[config.mk]
export PLATFORM = sky130hd
export DESIGN_NAME = bfa_ctrl
export DESIGN_NICKNAME = d
export VERILOG_FILES = /design/src/rtl/bfa_pkg.sv /design/src/rtl/bfa_ctrl.sv
export SDC_FILE = /design/constraint.sdc
export NUM_CORES = 1
export LEC_CHECK = 0
export ABC_AREA = 1
export BUFFER_PORTS_ARGS = -buffer_cell sky130_fd_sc_hd__buf_2
export CORE_UTILIZATION = 45
export DETAILED_ROUTE_END_ITERATION = 16
export PLACE_DENSITY = 0.68
export SYNTH_ARGS = -nofsm -noshare
export SYNTH_HDL_FRONTEND = slang
export SYNTH_SLANG_ARGS = --single-unit
[constraint.sdc]
create_clock -name clk -period 3 [get_ports clk]
set_input_delay 0.3 -clock clk [delete_from_list [all_inputs] [get_ports clk]]
set_output_delay 0.3 -clock clk [all_outputs]
set_load 0.01 [all_outputs]
[src/rtl/bfa_pkg.sv]
// ----------------------------------------------------------------------------
// bfa_pkg
// Shared types and constants of the bitmap frame allocator.
// ----------------------------------------------------------------------------
package bfa_pkg;

  localparam int MAX_FRAMES_DEF   = 65536;
  localparam int RESERVED_LOW_DEF = 1024;
  localparam int WORD_BITS        = 64;
  localparam int FRAME_SHIFT      = 12;   // 4 KiB frames
  localparam int FN_W             = 53;   // frame number of a 64-bit address, plus carry
  localparam int ADDR_W           = 28;
  localparam int STATUS_W         = 2;

  typedef enum logic [2:0] {
    OP_MEASURE  = 3'd0,
    OP_MARK_ALL = 3'd1,
    OP_RELEASE  = 3'd2,
    OP_ALLOC    = 3'd3,
    OP_FREE     = 3'd4
  } op_t;

  typedef enum logic [STATUS_W-1:0] {
    STAT_OK      = 2'd0,
    STAT_NO_FREE = 2'd1,
    STAT_RANGE   = 2'd2
  } status_t;

  typedef enum logic [3:0] {
    CMD_NONE,
    CMD_LOAD,
    CMD_SWEEP,
    CMD_MEAS_SUM,
    CMD_MEAS_ROUND,
    CMD_MEAS_UPD,
    CMD_REL_START,
    CMD_REL_STOP,
    CMD_REL_CLIP,
    CMD_REL_SETUP,
    CMD_RMW_RD,
    CMD_REL_WR,
    CMD_SCAN,
    CMD_ALLOC_WR,
    CMD_FREE_RD,
    CMD_FREE_WR
  } dp_cmd_t;

  typedef enum logic [4:0] {
    ST_CLEAR,
    ST_IDLE,
    ST_DISPATCH,
    ST_MARK,
    ST_MEAS_SUM,
    ST_MEAS_ROUND,
    ST_MEAS_UPD,
    ST_REL_START,
    ST_REL_STOP,
    ST_REL_CLIP,
    ST_REL_SETUP,
    ST_REL_RD,
    ST_REL_WR,
    ST_SCAN,
    ST_ALLOC_WR,
    ST_FREE_RD,
    ST_FREE_WR,
    ST_DONE
  } state_t;

  typedef struct packed {
    logic [2:0] op;
    logic       type_avail;
    logic       sweep_last;
    logic       rel_empty;
    logic       rel_last;
    logic       scan_found;
    logic       scan_exhausted;
    logic       free_in_range;
  } dp_stat_t;

endpackage

[src/rtl/bfa_ctrl.sv]
// ----------------------------------------------------------------------------
// bfa_ctrl
// Sequencer of the allocator: steps the datapath through each operation.
// ----------------------------------------------------------------------------
module bfa_ctrl
  import bfa_pkg::*;
(
  input  logic     clk,
  input  logic     rst,
  input  logic     in_valid,
  input  logic     out_free,
  input  dp_stat_t stat,
  output dp_cmd_t  cmd,
  output logic     in_ready,
  output logic     out_load
);

  state_t state;
  state_t state_next;

  always_ff @(posedge clk) begin
    if (rst) begin
      state <= ST_CLEAR;
    end else begin
      state <= state_next;
    end
  end

  always_comb begin
    state_next = state;
    unique case (state)
      ST_CLEAR: begin
        if (stat.sweep_last) state_next = ST_IDLE;
      end
      ST_IDLE: begin
        if (in_valid) state_next = ST_DISPATCH;
      end
      ST_DISPATCH: begin
        unique case (stat.op)
          OP_MEASURE:  state_next = ST_MEAS_SUM;
          OP_MARK_ALL: state_next = ST_MARK;
          OP_RELEASE:  state_next = stat.type_avail ? ST_REL_START : ST_DONE;
          OP_ALLOC:    state_next = ST_SCAN;
          OP_FREE:     state_next = ST_FREE_RD;
          default:     state_next = ST_DONE;
        endcase
      end
      ST_MARK: begin
        if (stat.sweep_last) state_next = ST_DONE;
      end
      ST_MEAS_SUM:   state_next = ST_MEAS_ROUND;
      ST_MEAS_ROUND: state_next = ST_MEAS_UPD;
      ST_MEAS_UPD:   state_next = ST_DONE;
      ST_REL_START:  state_next = ST_REL_STOP;
      ST_REL_STOP:   state_next = ST_REL_CLIP;
      ST_REL_CLIP:   state_next = ST_REL_SETUP;
      ST_REL_SETUP:  state_next = stat.rel_empty ? ST_DONE : ST_REL_RD;
      ST_REL_RD:     state_next = ST_REL_WR;
      ST_REL_WR: begin
        state_next = stat.rel_last ? ST_DONE : ST_REL_RD;
      end
      ST_SCAN: begin
        priority if (stat.scan_found) state_next = ST_ALLOC_WR;
        else if (stat.scan_exhausted) state_next = ST_DONE;
      end
      ST_ALLOC_WR:   state_next = ST_DONE;
      ST_FREE_RD:    state_next = stat.free_in_range ? ST_FREE_WR : ST_DONE;
      ST_FREE_WR:    state_next = ST_DONE;
      ST_DONE: begin
        if (out_free) state_next = ST_IDLE;
      end
      default:       state_next = ST_CLEAR;
    endcase
  end

  always_comb begin
    cmd      = CMD_NONE;
    in_ready = 1'b0;
    out_load = 1'b0;
    unique case (state)
      ST_CLEAR, ST_MARK: cmd = CMD_SWEEP;
      ST_IDLE: begin
        in_ready = 1'b1;
        if (in_valid) cmd = CMD_LOAD;
      end
      ST_MEAS_SUM:   cmd = CMD_MEAS_SUM;
      ST_MEAS_ROUND: cmd = CMD_MEAS_ROUND;
      ST_MEAS_UPD:   cmd = CMD_MEAS_UPD;
      ST_REL_START:  cmd = CMD_REL_START;
      ST_REL_STOP:   cmd = CMD_REL_STOP;
      ST_REL_CLIP:   cmd = CMD_REL_CLIP;
      ST_REL_SETUP:  cmd = CMD_REL_SETUP;
      ST_REL_RD:     cmd = CMD_RMW_RD;
      ST_REL_WR:     cmd = CMD_REL_WR;
      ST_SCAN:       cmd = CMD_SCAN;
      ST_ALLOC_WR:   cmd = CMD_ALLOC_WR;
      ST_FREE_RD:    cmd = CMD_FREE_RD;
      ST_FREE_WR:    cmd = CMD_FREE_WR;
      ST_DONE:       out_load = out_free;
      default: begin
      end
    endcase
  end

endmodule

==> impl_metrics.env, run 1 <==
export IMPL_cts_root_buf="clkbuf_4"
export IMPL_seq_power_share_pct=20.9
export IMPL_cp_max_fo=11
export IMPL_p_leak_nw=0.507
export IMPL_io_pins=20
export IMPL_p_sw_w=0.000253
export IMPL_synth_area_leader_cell="nand3_1"
export IMPL_postSynthAreaPerCell_um2=5.23
export IMPL_intPower_w=0.000238
export IMPL_holdPathStages=2
export IMPL_initial_utilization_pct=47.9
export IMPL_max_freq_ghz=0.501
export IMPL_portBuffers=19
export IMPL_synth_top_cells_by_count="31 x nand2_1, 25 x nand3_1, 24 x inv_1, 20 x nor2_1"
export IMPL_largest_registers="state (5)"
export IMPL_ctsResizeCount=0
export IMPL_wirelength_um=2020
export IMPL_rsz0062_at_grt="false"
export IMPL_relSlewSlack_pct=78.1
export IMPL_regMostFlops="state"
export IMPL_fp_dieW_um=42.1
export IMPL_yosys_warnings=0
export IMPL_finalInstanceArea_um2=852
export IMPL_grt_ovfl_total=0
export IMPL_netlist_area_um2=722
export IMPL_p_per_area_nw_per_um2=576
export IMPL_track_usage_pct=24.4
export IMPL_final_setup_viol_count=0
export IMPL_critPathKind="reg2out"
export IMPL_fin_nets=175
export IMPL_dr_pass1_iters=6
export IMPL_slew_violations=0
export IMPL_largest_register_ffs=5
export IMPL_vias=958
export IMPL_arrival_ns=1.70
export IMPL_finClkSkew_ns=0.00775
export IMPL_ir_worst_vdd_mv=0.394
export IMPL_synthCells=138
export IMPL_ys_seq_elements=5
export IMPL_drtIter0Drc=51
export IMPL_wl_per_cell_um=11.5
export IMPL_hp_class="in2reg"
export IMPL_r2r_setup_slack_ns=1.36
export IMPL_synth_flop_cell="dfxtp_1"
export IMPL_cp_required_ns=2.70
export IMPL_die_area_um2=1770
export IMPL_clk_latency_ns=0.25
export IMPL_rr_endpoint="state[3]$_SDFFE_PP0P_"
export IMPL_num_antenna_cells=0
export IMPL_worst_pin_slew_ns=0.329
export IMPL_postCtsSetupRepairBufs=0
export IMPL_antenna_found_initial=0
export IMPL_clk_pin_slew_worst_paths_ns=0.05
export IMPL_ant_nets=0
export IMPL_timing_max_cap_violations=0
export IMPL_synth_cell_types=16
export IMPL_holdPathEnd="state[4]$_SDFFE_PP0P_"
export IMPL_grt_pass1_wl_um=3360
export IMPL_via_per_inst=5.44
export IMPL_power_share_switching_pct=51.6
export IMPL_synth_area_leaders="nand3_1 17%, nand2_1 16%, dfxtp_1 14%, inv_1 12%, nor2_1 10%"
export IMPL_syn_nets=152
export IMPL_async_reset_ff_share_pct=0
export IMPL_cts_path_max_buffers=2
export IMPL_hold_violations=0
export IMPL_cts_made_buffers=3
export IMPL_pwr_share_comb_pct=63.1
export IMPL_drive_gt1_share_pct=21.3
export IMPL_grt_pass1_vias=842
export IMPL_die_h_um=42.1
export IMPL_timing_final_crit_share_pct=66.6
export IMPL_fin_ws_ns=1.00
export IMPL_cts_htree_levels=1
export IMPL_synth_edff_count=0
export IMPL_start_kind="register"
export IMPL_status="completed"
export IMPL_finalWeightedCongestion=0.989
export IMPL_fp_row_count=14
export IMPL_fin_setup_tns_ns=0
export IMPL_reg2reg_depth=9
export IMPL_place_area_um2=826
export IMPL_yosysTopAreaCellShare_pct=17.3
export IMPL_dp_slack_ns=1.30
export IMPL_holdWs_ns=0.258
export IMPL_cts_hold_buf=0
export IMPL_holdCritStartpoint="rst"
export IMPL_critPathCaptureType="output port"
export IMPL_ys_seq_area_share_pct=13.9
export IMPL_syn_to_final_growth_pct=18.0
export IMPL_core_region_area_um2=1510
export IMPL_layout_min_cycle_time_ns=2.00
export IMPL_drc=0
export IMPL_r2r_start="state[4]$_SDFFE_PP0P_"
export IMPL_cts_tree="built"
export IMPL_grt_max_degree=12
export IMPL_synth_most_common_cell="nand2_1"
export IMPL_hpwl_um=1690
export IMPL_cts_sinks=5
export IMPL_clkPwrFrac_pct=16.0
how the worst max path moves through the flow:
stage	start	end	slack [ns]	cells past startpoint
6_report	state[4]$_SDFFE_PP0P_	cmd[3]	1.00	6
3_3_place_gp	state[4]$_SDFFE_PP0P_	cmd[3]	1.30	6
2_1_floorplan	state[4]$_SDFFE_PP0P_	cmd[3]	1.60	6
5_1_grt	state[4]$_SDFFE_PP0P_	cmd[3]	0.88	6
3_5_place_dp	state[4]$_SDFFE_PP0P_	cmd[3]	1.30	6
4_1_cts	state[4]$_SDFFE_PP0P_	cmd[3]	1.02	6
final cells by class:
type,instances,area [um2]
Multi-Input combinational cell,108,520
Sequential cell,5,100
Clock buffer,4,26.3
Fill cell,170,654
Inverter,24,90.1
Timing Repair Buffer,19,95.1
Tap cell,16,20.0
power by group through the flow:
| stage | clock (W) | combinational (W) | sequential [W] |
|---|---|---|---|
| 5_1_grt | 0.0000841 | 0.000345 | 0.000104 |
| 3_3_place_gp | 0 | 0.000307 | 0.000103 |
| 6_report | 0.0000787 | 0.000310 | 0.000102 |
| 3_5_place_dp | 0 | 0.000305 | 0.000104 |
| 4_1_cts | 0.0000803 | 0.000306 | 0.000102 |
| 2_1_floorplan | 0 | 0.000224 | 0.0000979 |
placed cells by master, fill, tap and decap left out, drive strengths merged:
master   n
a21oi    5
buf     19
clkbuf   4
dfxtp    5
inv     24
nand2   35
nand3   26
nand4    5
nor2    27
nor3     2
nor3b    3
o21ai    4
o22ai    1
logic make-up after synthesis:
group           share of synthesized area, %
compound gates                          7.11
simple gates                            65.0
flops                                   13.9
buf+inv                                 14.0
worst max-delay path, stage by stage, from the launching register on:
cell and delay [ns]:
dfxtp_1 0.39, inv_1 0.19, nand3_1 0.20, o21ai_0 0.12
nor3b_1 0.29, nand4_1 0.11, buf_2 0.16
per-layer routing:
| metal | up-vias | part of all wire [%] | track usage (%) |
|---|---|---|---|
| li1 | 490 | - | - |
| met1 | 406 | 43 | 30.2 |
| met2 | 51 | 47 | 40.9 |
| met3 | 11 | 7.3 | 4.74 |
| met4 | 0 | 2.9 | 10.6 |
| met5 | - | 0 | 0 |
per-stage QoR:
stage          utilization, %  total power [W]  std cells
3_3_place_gp             54.8         0.000410        172
4_1_cts                  56.6         0.000488        176
6_report                 56.6         0.000491        176
3_5_place_dp             54.8         0.000408        172
5_1_grt                  56.6         0.000533        176
2_1_floorplan               -         0.000322        138
No activity file was read; power rests on OpenSTA's default activity.
==> run 2: changes to the inputs <==
Settings changed: PLACE_DENSITY 0.68 to 0.71.
Clock period 3 ns to 1.7 ns, I/O delays scaled along.
==> run 2 against run 1 <==
Net effect:
- die area did not move
- first-iteration DRC count rose by 29%
- non-clock buffer count rose by 2
==> impl_metrics.env, run 2 (synthesis gave the netlist of run 1 again) <==
export IMPL_worst_path_most_repeated_cell="nand2_1"
export IMPL_fin_nets=177
export IMPL_num_antenna_cells=0
export IMPL_clk_latency_ns=0.24
export IMPL_finalInstanceArea_um2=910
export IMPL_die_h_um=42.1
export IMPL_place_area_um2=826
export IMPL_crit_family="simple AND/OR/NAND/NOR gates"
export IMPL_hp_class="in2reg"
export IMPL_clk_pin_slew_worst_paths_ns=0.05
export IMPL_relSlewSlack_pct=77.3
export IMPL_critPathCaptureType="output port"
export IMPL_max_freq_ghz=0.604
export IMPL_fin_ws_ns=0.0452
export IMPL_ir_worst_vdd_mv=0.701
export IMPL_cts_path_max_buffers=2
export IMPL_finClkSkew_ns=0.00509
export IMPL_slew_violations=0
export IMPL_syn_to_final_growth_pct=26.0
export IMPL_p_leak_nw=0.536
export IMPL_grt_ovfl_total=0
export IMPL_p_per_area_nw_per_um2=1030
export IMPL_nFillCells=153
export IMPL_crit_chain="inv_1 > nor2_1 > nand2_1 > nor3b_1 > nand2_1 > buf_2"
export IMPL_drc=0
export IMPL_fp_row_count=14
export IMPL_largest_register_ffs=5
export IMPL_cts_htree_levels=1
export IMPL_layout_common_cells="30 x nand2_1, 23 x inv_1, 23 x nand3_1"
export IMPL_layout_min_cycle_time_ns=1.65
export IMPL_vias=977
export IMPL_status="completed"
export IMPL_initial_utilization_pct=47.9
export IMPL_track_usage_pct=24.5
export IMPL_cts_sinks=5
export IMPL_hold_violations=0
export IMPL_ant_nets=0
export IMPL_grt_pass1_wl_um=3440
export IMPL_finalWeightedCongestion=1.06
export IMPL_cp_required_ns=1.53
export IMPL_io_pins=20
export IMPL_arrival_ns=1.48
export IMPL_wirelength_um=2150
export IMPL_start_kind="register"
export IMPL_p_total_w=0.000941
export IMPL_via_per_inst=5.49
export IMPL_drtIter0Drc=66
export IMPL_core_region_area_um2=1510
export IMPL_final_setup_viol_count=0
export IMPL_dr_pass1_iters=4
export IMPL_wl_per_cell_um=12.1
export IMPL_die_area_um2=1770
export IMPL_grt_pass1_vias=864
export IMPL_dp_slack_ns=0.122
export IMPL_cts_made_buffers=3
export IMPL_timing_final_crit_share_pct=97.3
export IMPL_hpwl_um=1650
export IMPL_grt_max_degree=12
export IMPL_worst_pin_slew_ns=0.337
export IMPL_final_common_cell="nand2_1"
export IMPL_timing_max_cap_violations=0
export IMPL_cp_slowest_stage_delay_ns=0.38
export IMPL_antenna_found_initial=0
export IMPL_cts_root_buf="clkbuf_4"
export IMPL_cts_hold_buf=0
export IMPL_cts_tree="built"
export IMPL_crit_path_top_delay_cell="dfxtp_2"
export IMPL_crit_buf_inv=2
export IMPL_drive_gt1_share_pct=30.9
export IMPL_rsz0062_at_grt="true"
export IMPL_regMostFlops="state"
export IMPL_fp_dieW_um=42.1
export IMPL_cp_max_fo=5
export IMPL_critPathKind="reg2out"
export IMPL_largest_registers="state (5)"
export IMPL_portBuffers=19
==> run 2: changes by cell type in the layout (fill, tap and decap cells not counted), moves of 2 or more <==
cell / previous run / this run
dfxtp_1: 5 / 0
dfxtp_2: 0 / 5
nand3_1: 25 / 23
nor3b_1: 3 / 1
nor2_1: 20 / 18
nor3b_2: 0 / 2
nor2_2: 5 / 7
buf_4: 0 / 2
nand3_2: 1 / 3
==> run 2: per-layer routing <==
metal | share of wire (%) | wire, um | GRT usage [%]
met5 | 0 | 0 | 0
met4 | 1.4 | 30 | 9.38
met3 | 6.9 | 148 | 2.16
met2 | 47 | 1020 | 39.4
met1 | 44 | 954 | 34.0
==> run 2: timing repair <==
action | in CTS | in global routing
setup endpoints to repair | 4 | 4
gates resized for setup | 7 | 8
setup buffers | 0 | 2
pin swaps | 1 | 2
==> run 2: power breakdown <==
part / internal (W) / switching [W] / leakage, nW
clock: 0.0000887 / 0.0000472 / 0.0150
sequential: 0.000149 / 0.0000476 / 0.0429
combinational: 0.000235 / 0.000374 / 0.478
total: 0.000472 / 0.000469 / 0.536
==> run 2: area by class of cell <==
class                      count  area, um2  share of cell area (%)
multi-input combinational    108        554                    60.9
timing repair buffer          21        110                    12.1
sequential                     5        106                    11.7
inverter                      24       92.6                    10.2
clock buffer                   4       26.3                    2.89
tap                           16       20.0                    2.20
==> run 2: path summary, 6_finish.rpt <==
kind	startpoint	endpoint	slack [ns]	cells past startpoint
min reg2reg	state[0]$_SDFFE_PP0P_	state[0]$_SDFFE_PP0P_	0.53	2
min	rst	state[0]$_SDFFE_PP0P_	0.14	2
max reg2reg	state[3]$_SDFFE_PP0P_	state[1]$_SDFFE_PP0P_	0.27	8
max	state[3]$_SDFFE_PP0P_	cmd[1]	0.05	6
==> run 2: stage by stage <==
stage                     hold slack (ns)  TNS [ns]  util [%]  instances
after floorplan                     0.239         0         -        138
after global placement              0.391         0      54.8        172
after detailed placement            0.396         0      54.8        172
after CTS                           0.132         0      57.3        176
after global routing                0.139   -0.0706      60.4        178
final                               0.141         0      60.4        178
==> run 2: worst reg2reg max path: stages (launching register included) <==
cell and delay, ns:
dfxtp_2 0.38, inv_1 0.08, nor2_1 0.27, nand3_2 0.18, nor2_2 0.15, nor2_1 0.06, nand3_1 0.08, nand2_1 0.06
a21oi_1 0.12
